--- config.mk ---
export PLATFORM = sky130hd
export DESIGN_NAME = pcnt_queue
export DESIGN_NICKNAME = d
export VERILOG_FILES = /design/src/rtl/pcnt_pkg.sv /design/src/rtl/pcnt_queue.sv
export SDC_FILE = /design/constraint.sdc
export NUM_CORES = 1
export LEC_CHECK = 0
export ABC_CLOCK_PERIOD_IN_PS = 1400
export BUFFER_PORTS_ARGS = -buffer_cell sky130_fd_sc_hd__buf_2
export CAP_MARGIN = 0
export CORE_UTILIZATION = 35
export CTS_CLUSTER_SIZE = 25
export DETAILED_ROUTE_END_ITERATION = 10
export HOLD_SLACK_MARGIN = 0.1
export PLACE_DENSITY = 0.64
export REMOVE_ABC_BUFFERS = 1
export SLEW_MARGIN = 0
export SYNTH_ARGS = -nofsm -noshare
export SYNTH_HDL_FRONTEND = slang
export SYNTH_SLANG_ARGS = --single-unit
--- constraint.sdc ---
create_clock -name clk -period 1.4 [get_ports clk]
set_input_delay 0.42 -clock clk [delete_from_list [all_inputs] [get_ports clk]]
set_output_delay 0.42 -clock clk [all_outputs]
set_load 0.005 [all_outputs]
--- src/rtl/pcnt_pkg.sv ---
// Package for the partition counter: count type, field widths and the
// queue status bundle shared by the front end and the table engine.
// Depends on nothing.
package pcnt_pkg;

    // Width of one stored count and of the result field.
    localparam int COUNT_W = 63;

    // Widths of the query fields.
    localparam int TOTAL_W = 8;
    localparam int PARTS_W = 8;

    typedef logic [COUNT_W-1:0] count_t;

    // Largest count; additions saturate here.
    localparam count_t COUNT_MAX = {COUNT_W{1'b1}};

    // Fill status of the query queue.
    typedef struct packed {
        logic full;
        logic empty;
    } q_status_t;

endpackage

--- src/rtl/pcnt_queue.sv ---
// Two-entry queue of clamped queries between the front end and the engine.
// Depends on pcnt_pkg.
module pcnt_queue #(
    parameter int DATA_W = 16
) (
    input  logic                clk,
    input  logic                rst_n,
    input  logic                push,
    input  logic [DATA_W-1:0]   push_data,
    input  logic                pop,
    output logic [DATA_W-1:0]   pop_data,
    output pcnt_pkg::q_status_t q_stat
);

    logic [DATA_W-1:0] entry_reg [2];
    logic              wr_ptr_reg;
    logic              wr_ptr_next;
    logic              rd_ptr_reg;
    logic              rd_ptr_next;
    logic [1:0]        fill_reg;
    logic [1:0]        fill_next;

    assign q_stat.full  = (fill_reg == 2'd2);
    assign q_stat.empty = (fill_reg == 2'd0);
    assign pop_data     = entry_reg[rd_ptr_reg];

    // Pointer and fill count update.
    always_comb
    begin
        wr_ptr_next = push ? !wr_ptr_reg : wr_ptr_reg;
        rd_ptr_next = pop ? !rd_ptr_reg : rd_ptr_reg;
        fill_next   = fill_reg + 2'(push) - 2'(pop);
    end

    always_ff @(posedge clk or negedge rst_n)
    begin
        if (!rst_n)
        begin
            wr_ptr_reg <= 1'b0;
            rd_ptr_reg <= 1'b0;
            fill_reg   <= 2'd0;
        end
        else
        begin
            wr_ptr_reg <= wr_ptr_next;
            rd_ptr_reg <= rd_ptr_next;
            fill_reg   <= fill_next;
        end
    end

    // Entry storage needs no reset.
    always_ff @(posedge clk)
    begin
        if (push)
        begin
            entry_reg[wr_ptr_reg] <= push_data;
        end
    end

endmodule

==> results.json <==
{
  "grt_pass1_vias": 753,
  "min_period_ps": 1720,
  "cts_sinks": 36,
  "final-setup-viol-count": 16,
  "nets": 138,
  "grt.overflow.total": 0,
  "synth_top_area_frac": 0.685,
  "synthToLayoutAreaGrowth_pct": 36.9,
  "synth_cell_types": 13,
  "path_clk_slew_ps": 70,
  "critPathLaunchType": "register",
  "totalWireLength_um": 2050,
  "die-area_mm2": 0.00426,
  "hold_class": "input port to register",
  "fillers": 323,
  "synth.ff_latch_count": 36,
  "rsz0062_at_grt": "yes",
  "die_w_um": 65.3,
  "worst_slack_ps": -323,
  "coreArea_mm2": 0.00374,
  "yosys_warnings": 0,
  "synth_top_area_cell": "edfxtp_1",
  "layout-drive-gt1-share": 0.581,
  "cts_tree": "yes",
  "netlist_instances": 65,
  "drv_slew": 0,
  "port_buffers": 37,
  "grt_max_degree": 12,
  "die_h_um": 65.3,
  "h-tree-depth": 2,
  "antenna_left": 0,
  "drt_iter0_markers": 7,
  "cts-root-buf": "clkbuf_8",
  "start_util": 0.375,
  "cap_violations": 0,
  "ir_worst_vdd_mv": 1.12,
  "clk_latency_ps": 280,
  "crit_type": "register to output pin",
  "antenna_found_initial": 0,
  "worstMarginPinSlew_ps": 154,
  "dr.pass1.iters": 4,
  "synth_edf_count": 32,
  "async_reset_ff_frac": 0.111,
  "worstSetupEndpointType": "output pin",
  "synthAdderAreaFrac": 0.0178,
  "cts_buffers": 5,
  "grt_pass1_wl_um": 3270,
  "clk_path_buf_depth": 2,
  "synth_commonest_cells": "edfxtp_1 (32), mux2_4 (9), mux2_2 (7), dfrtp_1 (4)",
  "drc": 0,
  "largest_register_ffs": 32,
  "num_io_pins": 38,
  "fin_setup_tns_ps": -4940,
  "pwr-share-comb": 0.387,
  "vias": 718,
  "grt_usage": 0.110,
  "yosys-top-cells-area": "edfxtp_1 (69%), mux2_4 (9.6%), dfrtp_1 (7.1%), mux2_2 (5.6%), ha_1 (1.8%)",
  "synth-simple-area-share": 0.0161,
  "switching_share": 0.247,
  "internal_power_w": 0.00278,
  "synth_top_flop_cell": "edfxtp_1",
  "skew_ps": 4.49,
  "num_rows": 22,
  "dp_slack_ps": -149,
  "p_switching_w": 0.000915,
  "p_per_area_mw_per_mm2": 1930,
  "viasPerCell": 4.35,
  "avgSynthCellArea_um2": 21.6,
  "p_total_w": 0.00370,
  "period_share": 1.23,
  "synth_xor_area_frac": 0.0294,
  "violations": "negative setup slack",
  "outcome": "complete, but fails checks",
  "syn_area_mm2": 0.00140,
  "seqPwrFrac": 0.418,
  "seq_area_frac_synth": 0.756,
  "crit_path_max_fanout": 8,
  "synth_top_family_by_area": "multiplexers",
  "synth_compound_area_frac": 0,
  "gp_congestion": 0.616,
  "wire_per_inst_um": 12.4,
  "p_leak_nw": 0.817,
  "yosysMostFrequentCell": "edfxtp_1",
  "arrival_ps": 1300,
  "muxShareOfSynthArea": 0.153,
  "n_antenna_cell": 0,
  "critPathRequiredTime_ps": 980,
  "finalHoldViolCount": 0,
  "max_slew_margin": 0.897,
  "dp_hpwl_um": 1500,
  "fmax_mhz": 580,
  "power.share.clock": 0.195
}
[through the flow]
step	utilization	hold slack [ps]	instance area, µm²	std cells
after floorplan	-	124	1370	63
after global placement	0.449	228	1680	155
after detailed placement	0.449	233	1680	155
after CTS	0.501	318	1880	165
after global routing	0.513	314	1920	165
final	0.513	327	1920	165
[final cells by class]
class                           instances  area, µm²  share of cell area
Inverter                                2       7.51             0.00391
Timing Repair Buffer                   46        365               0.190
Tap cell                               48       60.1              0.0313
Multi-Input combinational cell         25        337               0.175
Clock buffer                            8       90.1              0.0469
Sequential cell                        36       1060               0.552
[placed cells by master (no fill, tap or decap), types with 2 or more instances in the layout]
master and n:
edfxtp_1 32, buf_2 22, mux2_4 16, buf_6 16
clkbuf_8 6, buf_4 6, dfrtp_1 4, inv_1 2
xor2_1 2, ha_1 2, clkbuf_1 2
[layer usage]
metal,share of wire,global-route usage
met1,0.38,0.103
met3,0.074,0.0625
met2,0.53,0.197
met4,0.011,0.0408
met5,0,0
[worst paths after layout]
kind / to / depth (start not counted) / slack (ps) / from
setup / recovery: pop_data[2] / 3 / -320 / rd_ptr_reg
hold / removal: entry_reg[1][0] / 1 / 330 / push_data[0]
setup reg to reg: fill_reg[1] / 5 / 120 / fill_reg[0]
hold reg to reg: wr_ptr_reg / 1 / 490 / wr_ptr_reg
max in group asynchronous: wr_ptr_reg / 2 / 800 / rst_n
min in group asynchronous: fill_reg[0] / 2 / 470 / rst_n
[logic make-up after synthesis]
group | count (synthesis)
flops | 36
xor+xnor | 3
fa+ha+maj | 2
simple gates | 4
mux | 16
buf+inv | 4
[power groups by stage]
stage | clock, W | combinational (W) | sequential, W
final | 0.000720 | 0.00143 | 0.00155
after global routing | 0.000789 | 0.00154 | 0.00157
after detailed placement | 0 | 0.00110 | 0.00155
after global placement | 0 | 0.00107 | 0.00154
after floorplan | 0 | 0.000555 | 0.00161
after CTS | 0.000743 | 0.00135 | 0.00154
[worst max-delay path: stages, from the launching register on]
cell and delay [ps]:
dfrtp_1 410, buf_6 180, mux2_4 310, buf_6 110
[timing repair]
action	in CTS	in global routing
hold buffers	1	0
resized for setup	17	8
pin swaps	1	1
buffers inserted	1	0
setup endpoints to repair	17	17
endpoints found under the hold margin	4	0
Note: power is estimated with default switching activity, not from simulation.
