===== src/rtl/pcnt_pkg.sv =====
// Package for the partition counter: count type, field widths and the
// queue status bundle shared by the front end and the table engine.
// Depends on nothing.
package pcnt_pkg;

    // Width of one stored count and of the result field.
    localparam int COUNT_W = 63;

    // Widths of the query fields.
    localparam int TOTAL_W = 8;
    localparam int PARTS_W = 8;

    typedef logic [COUNT_W-1:0] count_t;

    // Largest count; additions saturate here.
    localparam count_t COUNT_MAX = {COUNT_W{1'b1}};

    // Fill status of the query queue.
    typedef struct packed {
        logic full;
        logic empty;
    } q_status_t;

endpackage


===== src/rtl/pcnt_query_if.sv =====
// Query channel of the partition counter: valid, ready and the query fields.
// Depends on nothing.
interface pcnt_query_if;
    logic       valid;
    logic       ready;
    logic [7:0] total_amount;
    logic [7:0] max_parts;

    modport source (output valid, output total_amount, output max_parts, input ready);
    modport sink (input valid, input total_amount, input max_parts, output ready);
endinterface


===== src/rtl/pcnt_front.sv =====
// Front end of the partition counter: accepts queries and clamps the total and
// the part bound. Depends on pcnt_pkg and pcnt_query_if.
module pcnt_front #(
    parameter int MAX_TOTAL = 255,
    parameter int IDX_W     = 8
) (
    pcnt_query_if.sink          query,
    input  pcnt_pkg::q_status_t q_stat,
    output logic                push,
    output logic [2*IDX_W-1:0]  push_data
);

    // Common width for comparing the 8-bit fields with the table size.
    localparam int CMP_W = (IDX_W > pcnt_pkg::TOTAL_W) ? IDX_W : pcnt_pkg::TOTAL_W;

    logic [CMP_W-1:0] total_ext;
    logic [CMP_W-1:0] parts_ext;
    logic [CMP_W-1:0] total_sat;
    logic [CMP_W-1:0] parts_sat;

    // A query is taken whenever the queue has room.
    assign query.ready = !q_stat.full;
    assign push        = query.valid && query.ready;

    // Clamp the total to the table size, then the part bound to the total.
    always_comb
    begin
        total_ext = CMP_W'(query.total_amount);
        parts_ext = CMP_W'(query.max_parts);
        total_sat = (total_ext > CMP_W'(MAX_TOTAL)) ? CMP_W'(MAX_TOTAL) : total_ext;
        parts_sat = (parts_ext > total_sat) ? total_sat : parts_ext;
    end

    assign push_data = {IDX_W'(total_sat), IDX_W'(parts_sat)};

endmodule


===== src/flat_wrapper.sv =====
// flat-port wrapper written by rule: the top's interface ports become plain ports
module pcnt_front_flat 
#(
    parameter int MAX_TOTAL = 255,
    parameter int IDX_W     = 8
)
  (q_stat, push, push_data, query_valid, query_total_amount, query_max_parts, query_ready);
  pcnt_query_if query_i ();
  input  pcnt_pkg::q_status_t q_stat;
  output logic push;
  output logic [2*IDX_W-1:0] push_data;
  input wire logic [$bits(query_i.valid)-1:0] query_valid;
  input wire logic [$bits(query_i.total_amount)-1:0] query_total_amount;
  input wire logic [$bits(query_i.max_parts)-1:0] query_max_parts;
  output wire logic [$bits(query_i.ready)-1:0] query_ready;
  assign query_i.valid = query_valid;
  assign query_i.total_amount = query_total_amount;
  assign query_i.max_parts = query_max_parts;
  assign query_ready = query_i.ready;
  pcnt_front #(.MAX_TOTAL(MAX_TOTAL), .IDX_W(IDX_W)) u_core (.query(query_i), .q_stat(q_stat), .push(push), .push_data(push_data));
endmodule

===== config.mk =====
export PLATFORM = sky130hd
export DESIGN_NAME = pcnt_front_flat
export DESIGN_NICKNAME = d
export VERILOG_FILES = /design/src/rtl/pcnt_pkg.sv /design/src/rtl/pcnt_query_if.sv /design/src/rtl/pcnt_front.sv /design/src/flat_wrapper.sv
export SDC_FILE = /design/constraint.sdc
export NUM_CORES = 1
export LEC_CHECK = 0
export ABC_AREA = 1
export BUFFER_PORTS_ARGS = -buffer_cell sky130_fd_sc_hd__buf_2
export CORE_AREA = 8 8 45 47
export DETAILED_ROUTE_END_ITERATION = 12
export DIE_AREA = 0 0 53 55
export PLACE_DENSITY_LB_ADDON = 0.05
export SETUP_SLACK_MARGIN = 0.05
export SYNTH_ARGS = -nofsm -noshare
export SYNTH_HDL_FRONTEND = slang
export SYNTH_SLANG_ARGS = --single-unit

===== constraint.sdc =====
create_clock -name vclk -period 1
set_clock_uncertainty 0.1 [all_clocks]
set_input_delay 0.05 -clock vclk [all_inputs]
set_output_delay 0.05 -clock vclk [all_outputs]
set_load 0.02 [all_outputs]

==> results of run 1 <==
[logic make-up (layout without fill, tap and decap cells)]
group           after synthesis  in the layout  synth area share
simple gates                 39             41            0.4755
buf+inv                      21             69            0.2536
fa+ha+maj                     8              8            0.2306
compound gates                3              3           0.04035
[final cells by class]
type | instances | area [sq um]
multi-input cells | 52 | 563.0
repair buffers | 56 | 476.7
fillers | 87 | 245.2
inverters | 13 | 78.83
well taps | 16 | 20.02
[how the worst min path moves through the flow]
stage               startpoint          end  slack [ns]  cells after the start
floorplan            q_stat[1]  query_ready        0.08                      1
finish               q_stat[1]  query_ready        0.26                      3
global placement     q_stat[1]  query_ready        0.26                      3
global route         q_stat[1]         push        0.30                      3
CTS                  q_stat[1]  query_ready        0.26                      3
detailed placement   q_stat[1]  query_ready        0.26                      3
[placed cells by master (no fill, tap or decap), types with 2 or more instances in the layout]
cell type,n
buf_2,14
nand4_4,2
nand2_1,2
ha_4,7
inv_2,2
nand3_1,5
nand2_2,16
inv_4,5
nor2_4,2
buf_4,21
nand3_2,3
nand2_4,8
inv_1,4
a21oi_2,2
buf_6,19
[stage by stage]
step	util	total power [W]	TNS, ns	setup slack [ns]
after floorplan	-	0.0003461	-0.7756	-0.1069
after global placement	0.6076	0.0005218	-3.604	-0.4573
after detailed placement	0.6076	0.0005291	-3.761	-0.4796
after CTS	0.7794	0.0007020	-2.878	-0.3667
after global routing	0.8228	0.0007942	-3.450	-0.4454
final	0.8228	0.0007411	-2.839	-0.3664
[layer usage]
layer	track usage	routed length (um)
met5	0	0
met2	0.2246	955
met4	0	8
met1	0.1282	604
met3	0.008021	109
[where the power goes]
part / total [W] / leakage (nW) / internal [W] / switching [W]
combinational: 0.000741 / 0.582 / 0.000368 / 0.000373
sequential: 0 / 0 / 0 / 0
clock: 0 / 0 / 0 / 0
total: 0.000741 / 0.582 / 0.000368 / 0.000373
[repair_timing]
item,in CTS,in global routing
endpoints found under the setup margin,8,8
pin swaps,15,5
setup buffers,2,1
cloned,2,0
resized for setup,48,14
==> out/qor.yml, run 1 <==
vias: 623
hold_class: "primary input to output port"
design.seq.count: 0
grt_max_degree: 9
path_buf_inv: 2
fin_cells: 137
avgViaCountPerCell: 4.547
dpl_cell_area_sq_um: 840.8
antenna_left: 0
first_pass_iters: 2
grt_use_total: 0.1106
synth_top_area_frac: 0.2305
avgSynthCellArea_sq_um: 6.115
crit_arrival_ns: 1.22
crit_end: "push_data[5]"
drv_slew: 0
dp_cells: 132
yosys-top-cells-count: "nand2_1 (23), inv_1 (11), buf_4 (8), ha_1 (8), nand3_1 (8)"
seq_area_sq_um: 0
syn_to_final_growth_pct: 162.2
antenna_found_initial: 0
rsz0062_at_grt: "true"
startpoint: "query_max_parts[5]"
fin_area_sq_um: 1139
violations: "negative setup slack"
syn_inst: 71
clock.fmax_mhz: 731.9
synth_seq_area_share: 0
die_x_um: 53
avgRoutedWirePerCell_um: 12.24
hold_slack_ns: 0.2579
grt_pass1_wl_mm: 2.670
gr-total-overflow: 0
cts_hold_buf: 0
fin_nets: 150
path_depth: 10
synth_top_area_cell: "ha_1"
synth_cell_types: 14
gp_congestion: 0.6678
crit_type: "primary input to output port"
netlist_area_sq_um: 434.2
diodes: 0
period_share: 1.366
start_kind: "primary input"
ir_drop_uv: 445.7
synth.area.top_cells: "ha_1 (23%), nand2_1 (20%), buf_4 (14%), inv_1 (9.5%), nand3_1 (9.2%)"
ios: 37
cp_slowest_cell: "ha_4"
worst_pin_slew_ns: 0.1624
setup_slack_ns: -0.3664
power.density_nw_per_um2: 650.9
drt_iter0_markers: 2
grt_pass1_vias: 665
maxCapViolations: 0
synth_nets: 98
port_buffers: 36
num-clock-buffers: 0
cp_data_required_time_ns: 0.85
synth.most_common_cell: "nand2_1"
cp_max_fo: 8
num_rows: 14
finalSetupViolCount: 8
drcViolationCount: 0
die-area_sq_um: 2915
outcome: "finished, violations left"
initial_core_util: 0.3137
dp_hpwl_mm: 1.206
routed_wl_mm: 1.677
period_needed_ns: 1.366
die_h_um: 55
slowest_delay_ns: 0.27
synth_warnings: 0
p_leak_nw: 0.5817
finalHoldViolations: 0
timing.slew.headroom: 0.8915
path_cells: "buf_6 > ha_4 > nand2_4 > nor2_4 > nand2_2 > nand2_4 > nand2_8 > nand2_2 > nand2_2 > buf_6"
layout-drive-gt1-share: 0.8926
crit_path_end_kind: "output port"
fp.coreArea_sq_um: 1384
critPathMostFrequentCell: "nand2_2"
critical_path.top_delay_family: "simple AND/OR/NAND/NOR gates"
No activity file was read; power rests on OpenSTA's default activity.
==> run 2: changes to the inputs <==
Settings changed: TNS_END_PERCENT from default to 1.
==> out/qor.yml, run 2 (synthesis gave the netlist of run 1 again) <==
drcViolationCount: 0  # unchanged
dp_hpwl_mm: 1.175  # -2.6%
first_pass_iters: 3  # +1
antenna_left: 0  # unchanged
period_needed_ns: 1.389  # +0.02213 ns
drt_iter0_markers: 7  # +5
final_common_cell: "buf_6"
hold_slack_ns: 0.2608  # +0.002895 ns
setup_slack_ns: -0.3885  # -0.02213 ns
fin_nets: 146  # -2.7%
vias: 620  # -0.48%
grt_pass1_wl_mm: 2.753  # +3.1%
initial_core_util: 0.3137  # unchanged
avgViaCountPerCell: 4.662  # +2.5%
timing.slew.headroom: 0.8776  # -0.01395
dp_cells: 129  # -2.3%
die-area_sq_um: 2915  # unchanged
period_share: 1.389  # +0.02213
port_buffers: 36  # unchanged
antenna_found_initial: 0  # unchanged
num_rows: 14  # unchanged
gr-total-overflow: 0  # unchanged
fp.coreArea_sq_um: 1384  # unchanged
die_h_um: 55  # unchanged
grt_use_total: 0.1172  # +0.006540
drv_slew: 0  # unchanged
rsz0062_at_grt: "true"
fin_cells: 133  # -2.9%
num-clock-buffers: 0  # unchanged
seq_area_sq_um: 0  # unchanged
clock.fmax_mhz: 720.2  # -1.6%
design.seq.count: 0  # unchanged
mostFrequentLayoutCells: "buf_6 (19), buf_2 (18), nand2_2 (17)"
cp_data_required_time_ns: 0.85  # about the same
avgRoutedWirePerCell_um: 13.23  # +8.1%
cp_max_fo: 8  # unchanged
crit_type: "primary input to output port"
layout-drive-gt1-share: 0.8547  # -0.03786
violations: "negative setup slack"
p_leak_nw: 0.5496  # -5.5%
start_kind: "primary input"
routed_wl_mm: 1.760  # +4.9%
diodes: 0  # unchanged
worst_pin_slew_ns: 0.1832  # +0.02080 ns
cts_hold_buf: 0  # unchanged
power.density_nw_per_um2: 681.8  # +4.8%
ios: 37  # unchanged
finalHoldViolations: 0  # unchanged
grt_pass1_vias: 645  # -3.0%
grt_max_degree: 9  # unchanged
syn_to_final_growth_pct: 137.5
die_x_um: 53  # unchanged
finalSetupViolCount: 8  # unchanged
crit_arrival_ns: 1.24  # +0.02 ns
outcome: "finished, violations left"
hold_class: "primary input to output port"
ir_drop_uv: 352.3  # -21%
maxCapViolations: 0  # unchanged
gp_congestion: 0.7078  # +6.0%
crit_path_end_kind: "output port"
[run 2: cell types whose count changed in the layout (fill, tap and decap cells not counted), moves of 2 or more]
cell,delta
inv_2,+5
nand2_4,-2
buf_2,+4
nand3_1,+3
nand3_2,-3
inv_4,-3
buf_4,-6
[run 2: repair_timing]
action | CTS | global route
buffers inserted | 2 | 0
cloned | 2 | 0
setup endpoints to repair | 8 | 8
gates resized for setup | 54 | 13
pin swaps | 16 | 9
[run 2: per-stage QoR]
step,total power [W],area (sq um),util,setup TNS [ns],setup WS [ns]
global placement,0.0004472,701.9,0.5072,-3.680,-0.4622
finish,0.0007030,1031,0.7450,-3.001,-0.3885
floorplan,0.0002936,456.7,-,-1.311,-0.1708
CTS,0.0006436,975.9,0.7052,-2.857,-0.3681
detailed placement,0.0004522,701.9,0.5072,-3.808,-0.4828
global route,0.0007513,1031,0.7450,-3.472,-0.4450
[run 2: worst paths after layout]
kind	start	endpoint	cells after the start
setup / recovery	query_total_amount[7]	push_data[4]	10
hold / removal	q_stat[1]	query_ready	3
[run 2: layout make-up]
class | count | area [sq um]
multi-input combinational | 52 | 540.5
timing repair buffer | 52 | 416.7
fill | 113 | 352.8
inverter | 13 | 53.80
tap | 16 | 20.02
[run 2: report_power, final]
part	switching [W]	total, W	internal (W)
clock	0	0	0
sequential	0	0	0
combinational	0.000362	0.000703	0.000341
total	0.000362	0.000703	0.000341
[run 2: worst max-delay path, stage by stage]
cell and delay [ns]:
buf_6 0.09, inv_2 0.06, ha_4 0.21, a21o_1 0.19, nor2_4 0.17, nand2_8 0.09, nand2_8 0.13, nand2_2 0.06
nand2_2 0.06, buf_6 0.11
[run 2: metal layers]
layer / vias to the layer above / global-route usage / part of all wire
li1: 314 / - / -
met1: 291 / 0.1222 / 0.34
met5: - / 0 / 0
met2: 15 / 0.2461 / 0.59
met3: 0 / 0.01872 / 0.068
met4: 0 / 0.004310 / 0
==> run 3: changes to the inputs <==
Settings changed: ABC_AREA 1 to default.
==> out/qor.yml, run 3 <==
outcome: "finished, violations left"
violations: "negative setup slack"
maxCapViolations: 0  # unchanged
cp_max_fo: 3  # -5
crit_type: "primary input to output port"
setup_slack_ns: -0.6330  # -0.2445 ns
first_pass_iters: 2  # -1
diodes: 0  # unchanged
die-area_sq_um: 2915  # unchanged
antenna_found_initial: 0  # unchanged
crit_arrival_ns: 1.48  # +0.24 ns
place_worst_setup_slack_ns: -0.8571  # -0.3743 ns
grt_max_degree: 4  # -5
cp_data_required_time_ns: 0.85  # about the same
drcViolationCount: 0  # unchanged
period_share: 1.633  # +0.2445
power.density_nw_per_um2: 641.1  # -6.0%
timing.slew.headroom: 0.8464  # -0.03115
hold_class: "primary input to output port"
rsz0062_at_grt: "true"
num_rows: 14  # unchanged
syn_to_final_growth_pct: 135.5
ios: 37  # unchanged
grt_pass1_wl_mm: 2.090  # -24%
crit_path_end_kind: "output port"
fin_cells: 102  # -23%
dp_cells: 99  # -23%
port_buffers: 36  # unchanged
fin_nets: 115  # -21%
synth.most_common_cell: "inv_1"
drt_iter0_markers: 1  # -6
avgRoutedWirePerCell_um: 12.37  # -6.5%
gp_congestion: 0.7042  # -0.51%
fin_tns_setup_ns: -5.008  # -2.007 ns
die_h_um: 55  # unchanged
dpl_cell_area_sq_um: 651.9  # -7.1%
gr-total-overflow: 0  # unchanged
ir_drop_uv: 258.6  # -27%
period_needed_ns: 1.633  # +0.2445 ns
synth_seq_area_share: 0  # unchanged
antenna_left: 0  # unchanged
seq_area_sq_um: 0  # unchanged
grt_use_total: 0.08719  # -0.02997
die_x_um: 53  # unchanged
synth_top_area_cell: "ha_1"
start_kind: "primary input"
synth.area.top_cells: "ha_1 (27%), mux2_2 (24%), buf_4 (16%), inv_1 (9.0%), o22ai_4 (5.4%)"
power_w: 0.0005647  # -20%
dp_hpwl_mm: 1.006  # -14%
num-clock-buffers: 0  # unchanged
layout-drive-gt1-share: 0.8488  # -0.005864
synth_warnings: 0  # unchanged
p_leak_nw: 0.4538  # -17%
vias: 460  # -26%
avgViaCountPerCell: 4.510  # -3.3%
grt_pass1_vias: 492  # -24%
mostFrequentLayoutCells: "buf_2 (18), buf_6 (18), buf_4 (10)"
yosys-top-cells-count: "inv_1 (9), buf_4 (8), ha_1 (8), mux2_2 (8), a21oi_1 (3)"
fp.coreArea_sq_um: 1384  # unchanged
syn_inst: 45  # -37%
synth_cell_types: 12  # -2
avgSynthCellArea_sq_um: 8.314  # +36%
drv_slew: 0  # unchanged
netlist_area_sq_um: 374.1  # -14%
routed_wl_mm: 1.262  # -28%
synth_nets: 72  # -27%
clock.fmax_mhz: 612.4  # -15%
finalHoldViolations: 0  # unchanged
synth_top_area_frac: 0.2676  # +0.03701
worst_pin_slew_ns: 0.2288  # +0.04562 ns
initial_core_util: 0.2703  # -0.04340
fin_area_sq_um: 880.8  # -15%
finalSetupViolCount: 8  # unchanged
design.seq.count: 0  # unchanged
run 3: cell types whose count changed after synthesis, moves of 2 or more:
| cell | before | now |
|---|---|---|
| inv_1 | 11 | 9 |
| mux2_2 | 0 | 8 |
| nand2_1 | 23 | 1 |
| nand2_4 | 2 | 0 |
| nand3_1 | 8 | 0 |
| nand4_1 | 0 | 2 |
| nor2_1 | 2 | 0 |
| nor2_4 | 2 | 0 |
| nor2b_1 | 0 | 2 |
run 3: final cells by class:
type	count	area, sq um
Timing Repair Buffer	49	412.9
Fill cell	110	503.0
Tap cell	16	20.02
Inverter	9	51.30
Multi-Input combinational cell	28	396.6
run 3: final timing paths:
| path | startpoint | to | slack, ns | depth (start not counted) |
|---|---|---|---|---|
| hold / removal | query_total_amount[5] | push_data[13] | 0.23 | 2 |
| setup / recovery | query_total_amount[1] | push_data[0] | -0.63 | 10 |
run 3: routing by layer:
layer,vias up,routed length [um],part of all wire,track usage
met1,212,453,0.36,0.08446
met4,0,0,0,0
li1,229,-,-,-
met3,0,126,0.10,0.01872
met5,-,0,0,0
met2,19,682,0.54,0.1895
run 3: where the power goes:
part           switching [W]  internal, W
Combinational       0.000241     0.000324
Clock                      0            0
Sequential                 0            0
Total               0.000241     0.000324
run 3: kinds of logic (layout without fill, tap and decap cells):
logic type | Yosys count | after routing | synth area share
adders and majority gates | 8 | 8 | 0.2676
buffers and inverters | 17 | 58 | 0.2508
AOI/OAI and AO/OA | 7 | 7 | 0.1639
muxes | 8 | 8 | 0.2408
and+or+nand+nor | 5 | 5 | 0.07690
run 3: worst max-delay path, cell delays in order:
cell and delay, ns:
buf_8 0.10, inv_12 0.03, ha_4 0.25, nor2b_4 0.13
o211ai_2 0.08, a21oi_2 0.17, o22ai_4 0.10, buf_6 0.15
mux2_4 0.30, buf_6 0.13
run 3: what timing repair did:
item                       4_1_cts  5_1_grt
hold buffers                     0        0
gates resized for setup         41        6
setup endpoints to repair        8        8
buffers inserted                 3        0
pin swaps                        8        4
run 3: stage by stage:
step	utilization	hold WS, ns
after global placement	0.4711	0.2561
after CTS	0.6230	0.2307
final	0.6365	0.2314
after floorplan	-	0.07664
after detailed placement	0.4711	0.2582
after global routing	0.6365	0.2396
